### config.mk
export PLATFORM = sky130hd
export DESIGN_NAME = md_tag_generator
export DESIGN_NICKNAME = d
export VERILOG_FILES = /design/src/rtl/core/mdtg_pkg.sv /design/src/rtl/core/mdtg_front.sv /design/src/rtl/core/mdtg_cmd_fifo.sv /design/src/rtl/core/mdtg_back.sv /design/src/rtl/core/md_tag_generator.sv
export VERILOG_INCLUDE_DIRS = /design/src /design/src/rtl/core
export SDC_FILE = /design/constraint.sdc
export NUM_CORES = 1
export LEC_CHECK = 0
export BUFFER_PORTS_ARGS = -buffer_cell sky130_fd_sc_hd__buf_4
export CAP_MARGIN = 20
export CORE_UTILIZATION = 35
export CTS_BUF_LIST = sky130_fd_sc_hd__clkbuf_8 sky130_fd_sc_hd__clkbuf_16
export CTS_CLUSTER_SIZE = 12
export DETAILED_ROUTE_END_ITERATION = 12
export GPL_ROUTABILITY_DRIVEN = 1
export HOLD_SLACK_MARGIN = 0.12
export SLEW_MARGIN = 10
export SYNTH_ARGS = -nofsm -noshare
export SYNTH_HDL_FRONTEND = slang
export SYNTH_SLANG_ARGS = --single-unit
### constraint.sdc
create_clock -name clk -period 4.37 [get_ports clk]
set_input_delay 0.874 -clock clk [delete_from_list [all_inputs] [get_ports clk]]
set_output_delay 0.874 -clock clk [all_outputs]
set_load 0.01 [all_outputs]
### src/rtl/core/md_tag_generator_assert.svh
// assertion macros shared by the md tag generator modules
`ifndef MD_TAG_GENERATOR_ASSERT_SVH
`define MD_TAG_GENERATOR_ASSERT_SVH

// condition that holds at every clock edge out of reset
`define MDTG_ASSERT_ALWAYS(label, cond, msg) \
    label: assert property (@(posedge clk) disable iff (!rst_n) (cond)) \
        else $error(msg);

// condition that implies another in the same cycle
`define MDTG_ASSERT_IMPLY(label, ante, cons, msg) \
    label: assert property (@(posedge clk) disable iff (!rst_n) (ante) |-> (cons)) \
        else $error(msg);

// condition that implies another in the next cycle
`define MDTG_ASSERT_NEXT(label, ante, cons, msg) \
    label: assert property (@(posedge clk) disable iff (!rst_n) (ante) |=> (cons)) \
        else $error(msg);

`endif

### src/rtl/core/mdtg_pkg.sv
// shared types and constants of the md tag generator
package mdtg_pkg;

    // alignment column kinds
    localparam logic [1:0] KIND_MATCH  = 2'd0;
    localparam logic [1:0] KIND_INSERT = 2'd1;
    localparam logic [1:0] KIND_DELETE = 2'd2;

    // ascii characters written by the block
    localparam logic [7:0] CHAR_ZERO  = 8'h30;
    localparam logic [7:0] CHAR_CARET = 8'h5E;

    // what one column asks the back end to write, in this order
    typedef struct packed {
        logic       has_pre;   // run count before the column
        logic       has_caret; // deletion group opener
        logic       has_base;  // reference base
        logic       has_post;  // closing count of the tag
        logic [7:0] base;
    } cmd_flags_t;

endpackage

### src/rtl/core/mdtg_front.sv
// front end: accepts columns, keeps the match run count, classifies output
`include "md_tag_generator_assert.svh"

module mdtg_front
    import mdtg_pkg::*;
#(
    parameter int COUNT_WIDTH = 20,
    localparam int NDIG = (COUNT_WIDTH * 30103) / 100000 + 1,
    localparam int DIG_IDX_W = $clog2(NDIG)
) (
    input  logic                 clk,
    input  logic                 rst_n,
    input  logic                 push,
    output logic                 full,
    input  logic [1:0]           column_kind,
    input  logic [7:0]           read_base,
    input  logic [7:0]           ref_base,
    input  logic                 new_op,
    input  logic                 last_column,
    input  logic                 q_full,
    output logic                 q_push,
    output cmd_flags_t           q_flags,
    output logic [DIG_IDX_W-1:0] q_top,
    output logic [4*NDIG-1:0]    q_bcd
);

    logic [COUNT_WIDTH-1:0] count_reg, count_next;
    logic [4*NDIG-1:0]      bcd_reg, bcd_next;
    logic                   in_del_reg, in_del_next;

    logic                   accept;
    logic                   is_match, is_del, is_eq, grp_start, mismatch;
    logic                   saturated, do_inc;
    logic [4*NDIG-1:0]      bcd_inc, bcd_after, bcd_print;
    logic [3:0]             dig;
    logic                   carry;
    logic                   bcd_ok;
    logic [DIG_IDX_W-1:0]   top;

    assign full   = q_full;
    assign accept = push && !q_full;

    // column classification
    assign is_match  = (column_kind == KIND_MATCH);
    assign is_del    = (column_kind == KIND_DELETE);
    assign is_eq     = (read_base == ref_base);
    assign mismatch  = is_match && !is_eq;
    assign grp_start = is_del && (new_op || !in_del_reg);
    assign saturated = (count_reg == {COUNT_WIDTH{1'b1}});
    assign do_inc    = is_match && is_eq && !saturated;

    // decimal increment of the run count, carry ripples over the digits
    always_comb
    begin
        carry   = 1'b1;
        bcd_inc = bcd_reg;
        for (int i = 0; i < NDIG; i++)
        begin
            dig = bcd_reg[i*4 +: 4];
            if (carry)
                bcd_inc[i*4 +: 4] = (dig == 4'd9) ? 4'd0 : dig + 4'd1;
            carry = carry && (dig == 4'd9);
        end
    end

    assign bcd_after = do_inc ? bcd_inc : bcd_reg;
    // a count written before the column is the old one, otherwise the updated one
    assign bcd_print = (mismatch || grp_start) ? bcd_reg : bcd_after;

    // most significant nonzero digit of the printed count
    always_comb
    begin
        top = '0;
        for (int i = 0; i < NDIG; i++)
        begin
            if (bcd_print[i*4 +: 4] != 4'd0)
                top = DIG_IDX_W'(i);
        end
    end

    // command toward the back end
    always_comb
    begin
        q_flags.has_pre   = mismatch || grp_start;
        q_flags.has_caret = grp_start;
        q_flags.has_base  = mismatch || is_del;
        q_flags.has_post  = last_column;
        q_flags.base      = ref_base;
    end

    assign q_push = accept && (mismatch || is_del || last_column);
    assign q_top  = top;
    assign q_bcd  = bcd_print;

    // next run state
    always_comb
    begin
        count_next  = count_reg;
        bcd_next    = bcd_reg;
        in_del_next = in_del_reg;
        if (accept)
        begin
            in_del_next = is_del && !last_column;
            if (last_column || mismatch || grp_start)
            begin
                count_next = '0;
                bcd_next   = '0;
            end
            else if (do_inc)
            begin
                count_next = count_reg + COUNT_WIDTH'(1);
                bcd_next   = bcd_inc;
            end
        end
    end

    always_ff @(posedge clk or negedge rst_n)
    begin
        if (!rst_n)
        begin
            count_reg  <= '0;
            bcd_reg    <= '0;
            in_del_reg <= 1'b0;
        end
        else
        begin
            count_reg  <= count_next;
            bcd_reg    <= bcd_next;
            in_del_reg <= in_del_next;
        end
    end

    // every decimal digit stays a valid digit
    always_comb
    begin
        bcd_ok = 1'b1;
        for (int i = 0; i < NDIG; i++)
        begin
            if (bcd_reg[i*4 +: 4] > 4'd9)
                bcd_ok = 1'b0;
        end
    end

    `MDTG_ASSERT_ALWAYS(a_bcd_digits, bcd_ok, "decimal run count holds a bad digit")
    `MDTG_ASSERT_ALWAYS(a_bcd_zero, ((count_reg == '0) == (bcd_reg == '0)),
        "binary and decimal run counts disagree on zero")

endmodule

### src/rtl/core/mdtg_cmd_fifo.sv
// short command queue between the front and back ends
`include "md_tag_generator_assert.svh"

module mdtg_cmd_fifo #(
    parameter int WIDTH = 8,
    parameter int DEPTH = 4,
    localparam int AW = $clog2(DEPTH)
) (
    input  logic             clk,
    input  logic             rst_n,
    input  logic             wr_en,
    input  logic [WIDTH-1:0] wr_data,
    output logic             full,
    input  logic             rd_en,
    output logic [WIDTH-1:0] rd_data,
    output logic             empty
);

    logic [WIDTH-1:0] mem_reg [DEPTH];
    logic [AW-1:0]    wr_ptr_reg, wr_ptr_next;
    logic [AW-1:0]    rd_ptr_reg, rd_ptr_next;
    logic [AW:0]      count_reg, count_next;

    assign full    = (count_reg == (AW+1)'(DEPTH));
    assign empty   = (count_reg == '0);
    assign rd_data = mem_reg[rd_ptr_reg];

    // pointer and fill count update
    always_comb
    begin
        wr_ptr_next = wr_ptr_reg;
        rd_ptr_next = rd_ptr_reg;
        count_next  = count_reg;
        if (wr_en)
            wr_ptr_next = (wr_ptr_reg == AW'(DEPTH-1)) ? '0 : wr_ptr_reg + AW'(1);
        if (rd_en)
            rd_ptr_next = (rd_ptr_reg == AW'(DEPTH-1)) ? '0 : rd_ptr_reg + AW'(1);
        if (wr_en && !rd_en)
            count_next = count_reg + (AW+1)'(1);
        else if (rd_en && !wr_en)
            count_next = count_reg - (AW+1)'(1);
    end

    always_ff @(posedge clk or negedge rst_n)
    begin
        if (!rst_n)
        begin
            wr_ptr_reg <= '0;
            rd_ptr_reg <= '0;
            count_reg  <= '0;
        end
        else
        begin
            wr_ptr_reg <= wr_ptr_next;
            rd_ptr_reg <= rd_ptr_next;
            count_reg  <= count_next;
        end
    end

    // entry storage
    always_ff @(posedge clk)
    begin
        if (wr_en)
            mem_reg[wr_ptr_reg] <= wr_data;
    end

    `MDTG_ASSERT_ALWAYS(a_fill_bound, (count_reg <= (AW+1)'(DEPTH)),
        "command queue fill count out of range")
    `MDTG_ASSERT_IMPLY(a_no_overflow, wr_en, !full, "command written into a full queue")
    `MDTG_ASSERT_IMPLY(a_no_underflow, rd_en, !empty, "command taken from an empty queue")

endmodule

### src/rtl/core/mdtg_back.sv
// back end: expands commands into md tag bytes and holds the output beat
`include "md_tag_generator_assert.svh"

module mdtg_back
    import mdtg_pkg::*;
#(
    parameter int COUNT_WIDTH = 20,
    localparam int NDIG = (COUNT_WIDTH * 30103) / 100000 + 1,
    localparam int DIG_IDX_W = $clog2(NDIG)
) (
    input  logic                 clk,
    input  logic                 rst_n,
    input  logic                 q_empty,
    input  cmd_flags_t           q_flags,
    input  logic [DIG_IDX_W-1:0] q_top,
    input  logic [4*NDIG-1:0]    q_bcd,
    output logic                 q_pop,
    output logic                 empty,
    input  logic                 pop,
    output logic [7:0]           md_byte,
    output logic                 last_of_item,
    output logic                 end_of_tag
);

    typedef enum logic [1:0] {
        PH_PRE,
        PH_CARET,
        PH_BASE,
        PH_POST
    } phase_t;

    phase_t               phase_reg, phase_next;
    logic                 busy_reg, busy_next;
    logic [DIG_IDX_W-1:0] dig_reg, dig_next;
    logic                 out_valid_reg, out_valid_next;
    logic [7:0]           byte_reg;
    logic                 last_reg, eot_reg;

    phase_t               cur_phase, nxt_phase;
    logic [DIG_IDX_W-1:0] cur_dig;
    logic                 has_nxt, phase_done, cmd_done, zero_num, step;
    logic [3:0]           digit;
    logic [7:0]           cur_byte;

    // output register moves on when empty or being taken and a command is queued
    assign step  = (!out_valid_reg || pop) && !q_empty;
    assign empty = !out_valid_reg;

    // position within the head command
    always_comb
    begin
        if (busy_reg)
            cur_phase = phase_reg;
        else if (q_flags.has_pre)
            cur_phase = PH_PRE;
        else if (q_flags.has_caret)
            cur_phase = PH_CARET;
        else if (q_flags.has_base)
            cur_phase = PH_BASE;
        else
            cur_phase = PH_POST;
    end

    assign cur_dig  = busy_reg ? dig_reg : q_top;
    // closing count after an earlier count in the same column is always zero
    assign zero_num = (cur_phase == PH_POST) && q_flags.has_pre;
    assign digit    = zero_num ? 4'd0 : q_bcd[cur_dig*4 +: 4];

    // byte for this beat
    always_comb
    begin
        case (cur_phase)
            PH_PRE:   cur_byte = CHAR_ZERO + {4'd0, digit};
            PH_CARET: cur_byte = CHAR_CARET;
            PH_BASE:  cur_byte = q_flags.base;
            PH_POST:  cur_byte = CHAR_ZERO + {4'd0, digit};
            default:  cur_byte = CHAR_ZERO;
        endcase
    end

    // following phase of the same command
    always_comb
    begin
        has_nxt   = 1'b0;
        nxt_phase = PH_POST;
        case (cur_phase)
            PH_PRE:
            begin
                if (q_flags.has_caret)
                begin
                    has_nxt   = 1'b1;
                    nxt_phase = PH_CARET;
                end
                else if (q_flags.has_base)
                begin
                    has_nxt   = 1'b1;
                    nxt_phase = PH_BASE;
                end
                else if (q_flags.has_post)
                begin
                    has_nxt   = 1'b1;
                    nxt_phase = PH_POST;
                end
            end
            PH_CARET:
            begin
                if (q_flags.has_base)
                begin
                    has_nxt   = 1'b1;
                    nxt_phase = PH_BASE;
                end
                else if (q_flags.has_post)
                begin
                    has_nxt   = 1'b1;
                    nxt_phase = PH_POST;
                end
            end
            PH_BASE:
            begin
                if (q_flags.has_post)
                begin
                    has_nxt   = 1'b1;
                    nxt_phase = PH_POST;
                end
            end
            default:
            begin
                has_nxt   = 1'b0;
                nxt_phase = PH_POST;
            end
        endcase
    end

    assign phase_done = !((cur_phase == PH_PRE || cur_phase == PH_POST) && !zero_num
                          && (cur_dig != '0));
    assign cmd_done   = phase_done && !has_nxt;
    assign q_pop      = step && cmd_done;

    // sequencer next state
    always_comb
    begin
        phase_next     = phase_reg;
        busy_next      = busy_reg;
        dig_next       = dig_reg;
        out_valid_next = out_valid_reg;
        if (pop)
            out_valid_next = 1'b0;
        if (step)
        begin
            out_valid_next = 1'b1;
            if (cmd_done)
                busy_next = 1'b0;
            else if (phase_done)
            begin
                busy_next  = 1'b1;
                phase_next = nxt_phase;
                dig_next   = (nxt_phase == PH_POST && q_flags.has_pre) ? '0 : q_top;
            end
            else
            begin
                busy_next  = 1'b1;
                phase_next = cur_phase;
                dig_next   = cur_dig - DIG_IDX_W'(1);
            end
        end
    end

    // sequencer state and output beat
    always_ff @(posedge clk or negedge rst_n)
    begin
        if (!rst_n)
        begin
            phase_reg     <= PH_PRE;
            busy_reg      <= 1'b0;
            dig_reg       <= '0;
            out_valid_reg <= 1'b0;
            byte_reg      <= '0;
            last_reg      <= 1'b0;
            eot_reg       <= 1'b0;
        end
        else
        begin
            phase_reg     <= phase_next;
            busy_reg      <= busy_next;
            dig_reg       <= dig_next;
            out_valid_reg <= out_valid_next;
            if (step)
            begin
                byte_reg <= cur_byte;
                last_reg <= cmd_done;
                eot_reg  <= cmd_done && q_flags.has_post;
            end
        end
    end

    assign md_byte      = byte_reg;
    assign last_of_item = last_reg;
    assign end_of_tag   = eot_reg;

    `MDTG_ASSERT_IMPLY(a_digit_range,
        step && (cur_phase == PH_PRE || cur_phase == PH_POST), (digit <= 4'd9),
        "count digit out of decimal range")
    `MDTG_ASSERT_IMPLY(a_busy_has_cmd, busy_reg, !q_empty,
        "sequencer mid command with no command queued")
    `MDTG_ASSERT_NEXT(a_eot_is_last, step && cmd_done && q_flags.has_post,
        last_reg && eot_reg, "end of tag beat not marked as last of item")

endmodule

### src/rtl/core/md_tag_generator.sv
// top level of the sam md tag generator
// Takes one alignment column per beat and writes the MD tag text as ASCII bytes,
// one byte per result beat. Matching columns other than the last only count and
// write nothing, so columns are taken one per cycle while the command queue has
// room. The back end expands a column that writes text into its bytes (decimal
// digits of the run count, '^', the reference base, the closing count), one byte
// per cycle while the output beat is free or taken; the four entry command queue
// lets the front end keep taking columns meanwhile. The run count is kept in binary
// and decimal digits, saturates at 2**COUNT_WIDTH - 1, and is written with at least
// one digit. last_of_item marks the last byte of a column, end_of_tag the closing count.
module md_tag_generator
    import mdtg_pkg::*;
#(
    parameter int COUNT_WIDTH = 20
) (
    input  logic       clk,
    input  logic       rst_n,
    input  logic       push,
    output logic       full,
    input  logic [1:0] column_kind,
    input  logic [7:0] read_base,
    input  logic [7:0] ref_base,
    input  logic       new_op,
    input  logic       last_column,
    output logic       empty,
    input  logic       pop,
    output logic [7:0] md_byte,
    output logic       last_of_item,
    output logic       end_of_tag
);

    localparam int NDIG      = (COUNT_WIDTH * 30103) / 100000 + 1;
    localparam int DIG_IDX_W = $clog2(NDIG);
    localparam int FLAGS_W   = $bits(cmd_flags_t);
    localparam int CMD_W     = FLAGS_W + DIG_IDX_W + 4 * NDIG;
    localparam int Q_DEPTH   = 4;

    logic                 q_push, q_full, q_pop, q_empty;
    cmd_flags_t           in_flags, out_flags;
    logic [DIG_IDX_W-1:0] in_top, out_top;
    logic [4*NDIG-1:0]    in_bcd, out_bcd;
    logic [CMD_W-1:0]     q_wr_data, q_rd_data;

    // column intake and run count
    mdtg_front #(
        .COUNT_WIDTH(COUNT_WIDTH)
    ) u_front (
        .clk        (clk),
        .rst_n      (rst_n),
        .push       (push),
        .full       (full),
        .column_kind(column_kind),
        .read_base  (read_base),
        .ref_base   (ref_base),
        .new_op     (new_op),
        .last_column(last_column),
        .q_full     (q_full),
        .q_push     (q_push),
        .q_flags    (in_flags),
        .q_top      (in_top),
        .q_bcd      (in_bcd)
    );

    assign q_wr_data = {in_flags, in_top, in_bcd};

    // command queue
    mdtg_cmd_fifo #(
        .WIDTH(CMD_W),
        .DEPTH(Q_DEPTH)
    ) u_cmd_fifo (
        .clk    (clk),
        .rst_n  (rst_n),
        .wr_en  (q_push),
        .wr_data(q_wr_data),
        .full   (q_full),
        .rd_en  (q_pop),
        .rd_data(q_rd_data),
        .empty  (q_empty)
    );

    assign out_flags = cmd_flags_t'(q_rd_data[CMD_W-1 -: FLAGS_W]);
    assign out_top   = q_rd_data[4*NDIG +: DIG_IDX_W];
    assign out_bcd   = q_rd_data[4*NDIG-1:0];

    // byte sequencer and output beat
    mdtg_back #(
        .COUNT_WIDTH(COUNT_WIDTH)
    ) u_back (
        .clk         (clk),
        .rst_n       (rst_n),
        .q_empty     (q_empty),
        .q_flags     (out_flags),
        .q_top       (out_top),
        .q_bcd       (out_bcd),
        .q_pop       (q_pop),
        .empty       (empty),
        .pop         (pop),
        .md_byte     (md_byte),
        .last_of_item(last_of_item),
        .end_of_tag  (end_of_tag)
    );

endmodule
## Yosys cells after proc, flatten, opt, wreduce, memory -nomap -nowiden

Memories as Yosys holds them, arrays and structs flattened.
Cells that the tools add are included.

| word-level totals | value |
|---|---|
| latch bits | 0 |
| input bits | 24 |
| register bits | 73 |
| RAM bits | 172 |
| word-level logic and storage cells | 153 |
| memories kept | 1 |
| ROM bits | 0 |

Memories:

| memory | depth | bits a word | read ports | clocked after memory_dff | write ports | RTL line | source |
|---|---|---|---|---|---|---|---|
| u_cmd_fifo.mem_reg | 4 | 43 | 1 | 0 | 1 | mdtg_cmd_fifo.sv:19 | `logic [WIDTH-1:0] mem_reg [DEPTH];` |

| cells by class | value |
|---|---|
| divide/modulo/power cells | 0 |
| muxes and demuxes | 48 |
| $lt $le $gt $ge | 0 |
| reductions and logical operators | 58 |
| $add $sub $neg | 14 |
| equal/unequal tests | 17 |
| shift-type cells | 1 |
| $mul | 0 |
| bitwise logic cells | 1 |

Operators by type and width:

| kind | count |
|---|---|
| $mux W28 | 3 |
| $mux W4 | 14 |
| $mux W20 | 2 |
| $add A4 B1 Y4 const B | 7 |
| $eq A4 B4 Y1 const B | 7 |
| $shiftx A28 B6 Y4 | 1 |
| $mux W3 | 8 |
| $pmux W8 S3 | 1 |
| $reduce_bool A4 Y1 | 6 |
| $logic_and A1 B1 Y1 | 22 |
| $add A20 B1 Y20 const B | 1 |
| $eq A20 B20 Y1 const B | 1 |
| $mux W2 | 8 |
| $eq A2 B2 Y1 const B | 6 |
| $logic_not A1 Y1 | 12 |
| $mux W1 | 10 |
| $eq A8 B8 Y1 | 1 |
| $logic_or A1 B1 Y1 | 8 |
| $add A6 B4 Y7 const A | 1 |
| $reduce_bool A2 Y1 | 3 |
| $sub A3 B1 Y3 const B | 2 |
| $add A2 B1 Y2 const B | 2 |
| $logic_not A2 Y1 | 2 |
| $pmux W2 S2 | 1 |
| other kinds (9) | 10 |

## Depth between registers and ports, before layout

| logic depth | value |
|---|---|
| depth in word-level cells | 16 |
| gate-level depth with buffers | 19 |

## Hierarchy

Synthesis repeated with hierarchy kept, for this count alone.

| unflattened totals | value |
|---|---|
| cell total of the unflattened synthesis | 855 |
| area total of the unflattened synthesis | 11636.2 sq um |

Modules (own cells, without submodules):

| module | cells each | instances | area an instance (sq um) |
|---|---|---|---|
| mdtg_cmd_fifo | 262 | 1 | 6681.4 |
| mdtg_front | 454 | 1 | 3676.0 |
| mdtg_back | 139 | 1 | 1278.7 |

## Worst setup path before layout

Ideal clock, no wire load.

| timing | value |
|---|---|
| path type | register to register |
| from | register u_cmd_fifo.rd_ptr_reg[0] |
| to | register u_cmd_fifo.count_reg[2] |
| stages on the path, launching flop included | 19 |
| buffers on the path | 2 |
| arrival time | 3.941 ns |
| period minus slack after synthesis | 4.020 ns |
| slack | 0.350 ns |
| cells stage by stage | dfrtp_1 -> buf_2 -> mux4_2 -> nor2b_1 -> o31ai_1 -> inv_1 -> ha_1 -> nand2_1 -> or2_2 -> clkbuf_1 -> o31ai_1 -> nor2_1 -> inv_1 -> ha_1 -> inv_1 -> fa_1 -> xor2_1 -> nor2_1 -> xor2_1 |

| between the ends | value |
|---|---|
| cells in the longest elaborated chain, start to end | 16 |
| elaborated cells between the ends (all ways) | 29 |
| classes of those cells | 3 x eq/ne; 10 x mux; 15 x reduce/logical; 1 x memory |

RTL lines:

| item | RTL line | source |
|---|---|---|
| start, declared | mdtg_cmd_fifo.sv:21 | `logic [AW-1:0] rd_ptr_reg, rd_ptr_next;` |
| start signal, assigned | mdtg_cmd_fifo.sv:55 | `rd_ptr_reg <= rd_ptr_next;` |
| $mem_v2 Z4 W43 * | -- |  |
| $mux W1 | -- |  |
| $mux W2 | -- |  |
| $mux W2 | mdtg_back.sv:54 | `else if (q_flags.has_pre)` |
| $mux W2 | mdtg_back.sv:52 | `if (busy_reg)` |
| $eq A2 B2 Y1 | mdtg_back.sv:66, mdtg_back.sv:134 |  |
| $logic_and A1 B1 Y1 | mdtg_back.sv:66 | `assign zero_num = (cur_phase == PH_POST) && q_flags.has_pre;` |
| $logic_not A1 Y1 | mdtg_back.sv:134 | `assign phase_done = !((cur_phase == PH_PRE \|\| cur_phase == PH_POST) && !zero_num` |
| $logic_and A1 B1 Y1 | mdtg_back.sv:134 |  |
| $logic_and A1 B1 Y1 | mdtg_back.sv:135 | `&& (cur_dig != '0));` |
| $logic_not A1 Y1 | mdtg_back.sv:134 |  |
| $logic_and A1 B1 Y1 * | mdtg_back.sv:136 | `assign cmd_done = phase_done && !has_nxt;` |
| $logic_and A1 B1 Y1 * | mdtg_back.sv:137 | `assign q_pop = step && cmd_done;` |
| $logic_not A1 Y1 | mdtg_cmd_fifo.sv:38 | `if (wr_en && !rd_en)` |
| $logic_and A1 B1 Y1 | mdtg_cmd_fifo.sv:38 |  |
| $mux W3 / $reduce_bool A2 Y1 (equally long branches) | -- |  |
| end signal, assigned | mdtg_cmd_fifo.sv:56 | `count_reg <= count_next;` |
| end, declared | mdtg_cmd_fifo.sv:22 | `logic [AW:0] count_reg, count_next;` |

Every way passes the cells marked *; elsewhere a longest branch is shown, timed or not.
A chain may end at the register's enable or synchronous reset.

## Worst setup path in the final report

Same ends and word-level chain as after synthesis.

==> impl_metrics.tcl <==
set metrics [dict create \
    worstSetupPathType "reg -> reg" \
    hold_ws_ns 0.386 \
    startpoint_type "flip-flop" \
    cts_root_buf "clkbuf_16" \
    layout.cells.most_common "edfxtp_1" \
    port_buffers 35 \
    synth-seq-area-share_pct 60.1 \
    route.detailed.drc 0 \
    grt_max_degree 46 \
    ys_types 72 \
    ir_drop_uv 428 \
    power_mw 7.89 \
    grt_pass1_wl_mm 42.5 \
    synth_nets 930 \
    die_w_um 184 \
    synth_edf_count 172 \
    gr-total-overflow 0 \
    async_flop_share_pct 29.8 \
    power_density_nw_per_um2 589 \
    synth_ff_type "edfxtp_1" \
    wl_per_cell_um 19.3 \
    cts_setup_buffers 0 \
    firstDrtPassIters 5 \
    setup-tns-final_ns 0 \
    cts_tree "done" \
    relSlewSlack_pct 44.0 \
    diodes 0 \
    dieArea_sq_um 34000 \
    holdBufCountCts 0 \
    initial_core_util_pct 35.7 \
    synth-seq-cells 245 \
    finClkSkew_ns 0.0107 \
    via_count 7499 \
    min_path_type "in -> async" \
    dp.final_hpwl_mm 18.2 \
    post_cts_resized 0 \
    rsz0062_at_grt "no" \
    end_kind "flip-flop" \
    wirelength_mm 27.0 \
    antenna_found_initial 0 \
    yosysWarningCount 0 \
    crit_arrival_ns 4.24 \
    period_share_pct 86.5 \
    htreeDepth 1 \
    layout_common_cells "172 x edfxtp_1, 73 x nand2_1, 71 x dfrtp_1" \
    max-cap-violations 0 \
    drt-initial-drc-count 501 \
    cts.sinks 245 \
    gp_congestion 0.799 \
    clock_latency_ns 0.54 \
    hold_viol 0 \
    grt_pass1_vias 7421 \
    setup_violations 0 \
    fmax_ghz 0.264 \
    worstPathRequired_ns 4.83 \
    die_height_um 184 \
    final_antenna_net_count 0 \
    crit_fanout 7 \
    clockBufferDepth 3 \
    rows 66 \
    clkTransAtPathRegs_ns 0.06 \
    ioPinCount 36 \
    syn2layout_area_growth_pct 15.1 \
    final.min_clock_period_ns 3.78 \
    status "complete, no violations" \
    syn_inst 891 \
    largest_reg_flops 172 \
    gr-usage-all-layers_pct 16.3 \
    worst_pin_slew_ns 0.839 \
    numCtsBuffers 27 \
    layout-drive-gt1-share_pct 20.1 \
    nets 979 \
    netlist_area_sq_um 11600 \
    synth_area_per_cell_sq_um 13.1 \
    core_area_sq_um 32600 \
    nFillCells 3029 \
    drv_slew 0 \
    p_leak_nw 4.86 \
    vias_per_cell 5.34 \
]
final timing paths:
path / startpoint / endpoint / slack, ns / cells past startpoint
min: rst_n / u_back.md_byte[7]$_DFFE_PN0P_ / 0.39 / 1
max reg2reg: u_cmd_fifo.rd_ptr_reg[0]$_DFFE_PN0P_ / u_cmd_fifo.count_reg[2]$_DFFE_PN0P_ / 0.59 / 16
max: u_cmd_fifo.rd_ptr_reg[0]$_DFFE_PN0P_ / u_cmd_fifo.count_reg[2]$_DFFE_PN0P_ / 0.59 / 16
max in group asynchronous: rst_n / u_front.count_reg[0]$_DFFE_PN0P_ / 3.08 / 2
min reg2reg: u_front.count_reg[19]$_DFFE_PN0P_ / u_front.count_reg[19]$_DFFE_PN0P_ / 0.48 / 1
min in group clk: u_front.count_reg[19]$_DFFE_PN0P_ / u_front.count_reg[19]$_DFFE_PN0P_ / 0.48 / 1
power breakdown:
| part | total [mW] | leakage (nW) | internal (mW) | switching (mW) |
|---|---|---|---|---|
| combinational | 2.68 | 1.87 | 1.20 | 1.47 |
| sequential | 3.06 | 2.53 | 2.89 | 0.169 |
| clock | 2.15 | 0.460 | 1.24 | 0.911 |
| total | 7.89 | 4.86 | 5.33 | 2.55 |
layout make-up:
type,count,area [sq um],share of cell area (%)
flip-flops and latches,245,6990,52.2
clock inverters,21,136,1.02
inverters,23,86.3,0.645
well taps,442,553,4.13
multi-input cells,573,4360,32.6
repair buffers,70,538,4.02
clock buffers,29,714,5.34
critical path: stages (launching register included):
cell and delay, ns:
dfrtp_2 0.44, mux4_2 0.57, nor2b_1 0.15, o31ai_1 0.25, inv_1 0.13, ha_1 0.35, nand2_1 0.12, or2_2 0.36
o31ai_1 0.12, nor2_1 0.09, inv_1 0.06, ha_1 0.16, inv_1 0.06, fa_1 0.37, xor2_1 0.17, nor2_1 0.11
xor2_1 0.17
Yosys cell counts, types with 6 or more instances:
master    count  share of area, %
edfxtp_1    172                44
dfrtp_1      73                16
nand2_1      73               2.4
o21ai_0      68               2.9
mux4_2       40               7.7
clkbuf_1     37               1.2
nor2_1       36               1.2
a21oi_1      32               1.4
nand3_1      30               1.3
o31ai_1      27               1.7
inv_1        23              0.74
mux2_2       19               1.8
nand4_1      15              0.81
xor2_1       15               1.1
ha_1         14               1.5
mux2i_1      14               1.2
nand2b_1     14              0.75
nor2b_1      14              0.75
nor3_1       14              0.60
a31oi_1      13              0.70
xnor2_1      13              0.98
and2_1       11              0.59
buf_2        10              0.43
a21o_1        9              0.58
o21ai_1       8              0.34
nor4_1        7              0.38
o211ai_1      6              0.39
cell families (layout without fill, tap and decap cells):
logic type      after synthesis  count (layout)  share of synthesized area, %
flops                       245             245                          60.1
fa+ha+maj                    15              15                          1.68
compound gates              197             197                          10.6
simple gates                259             259                          12.2
buf+inv                      73             143                          2.46
mux                          74              74                          10.9
xor+xnor                     28              28                          2.11
layer usage:
| metal | up-vias | track usage, % | wire length (um) |
|---|---|---|---|
| li1 | 3525 | - | - |
| met1 | 3781 | 22.9 | 12600 |
| met2 | 158 | 26.8 | 12700 |
| met3 | 35 | 2.15 | 1210 |
| met4 | 0 | 3.47 | 462 |
| met5 | - | 0 | 0 |
per-stage QoR:
step / cell area (sq um) / std cells / util (%) / worst slack (ns)
CTS: 13400 / 1403 / 41.0 / 0.603
finish: 13400 / 1403 / 41.0 / 0.589
global placement: 12500 / 1353 / 38.4 / 0.664
floorplan: 11600 / 891 / - / 0.350
global route: 13400 / 1403 / 41.0 / 0.316
detailed placement: 12500 / 1353 / 38.4 / 0.530
Note: power is estimated with default switching activity, not from simulation.
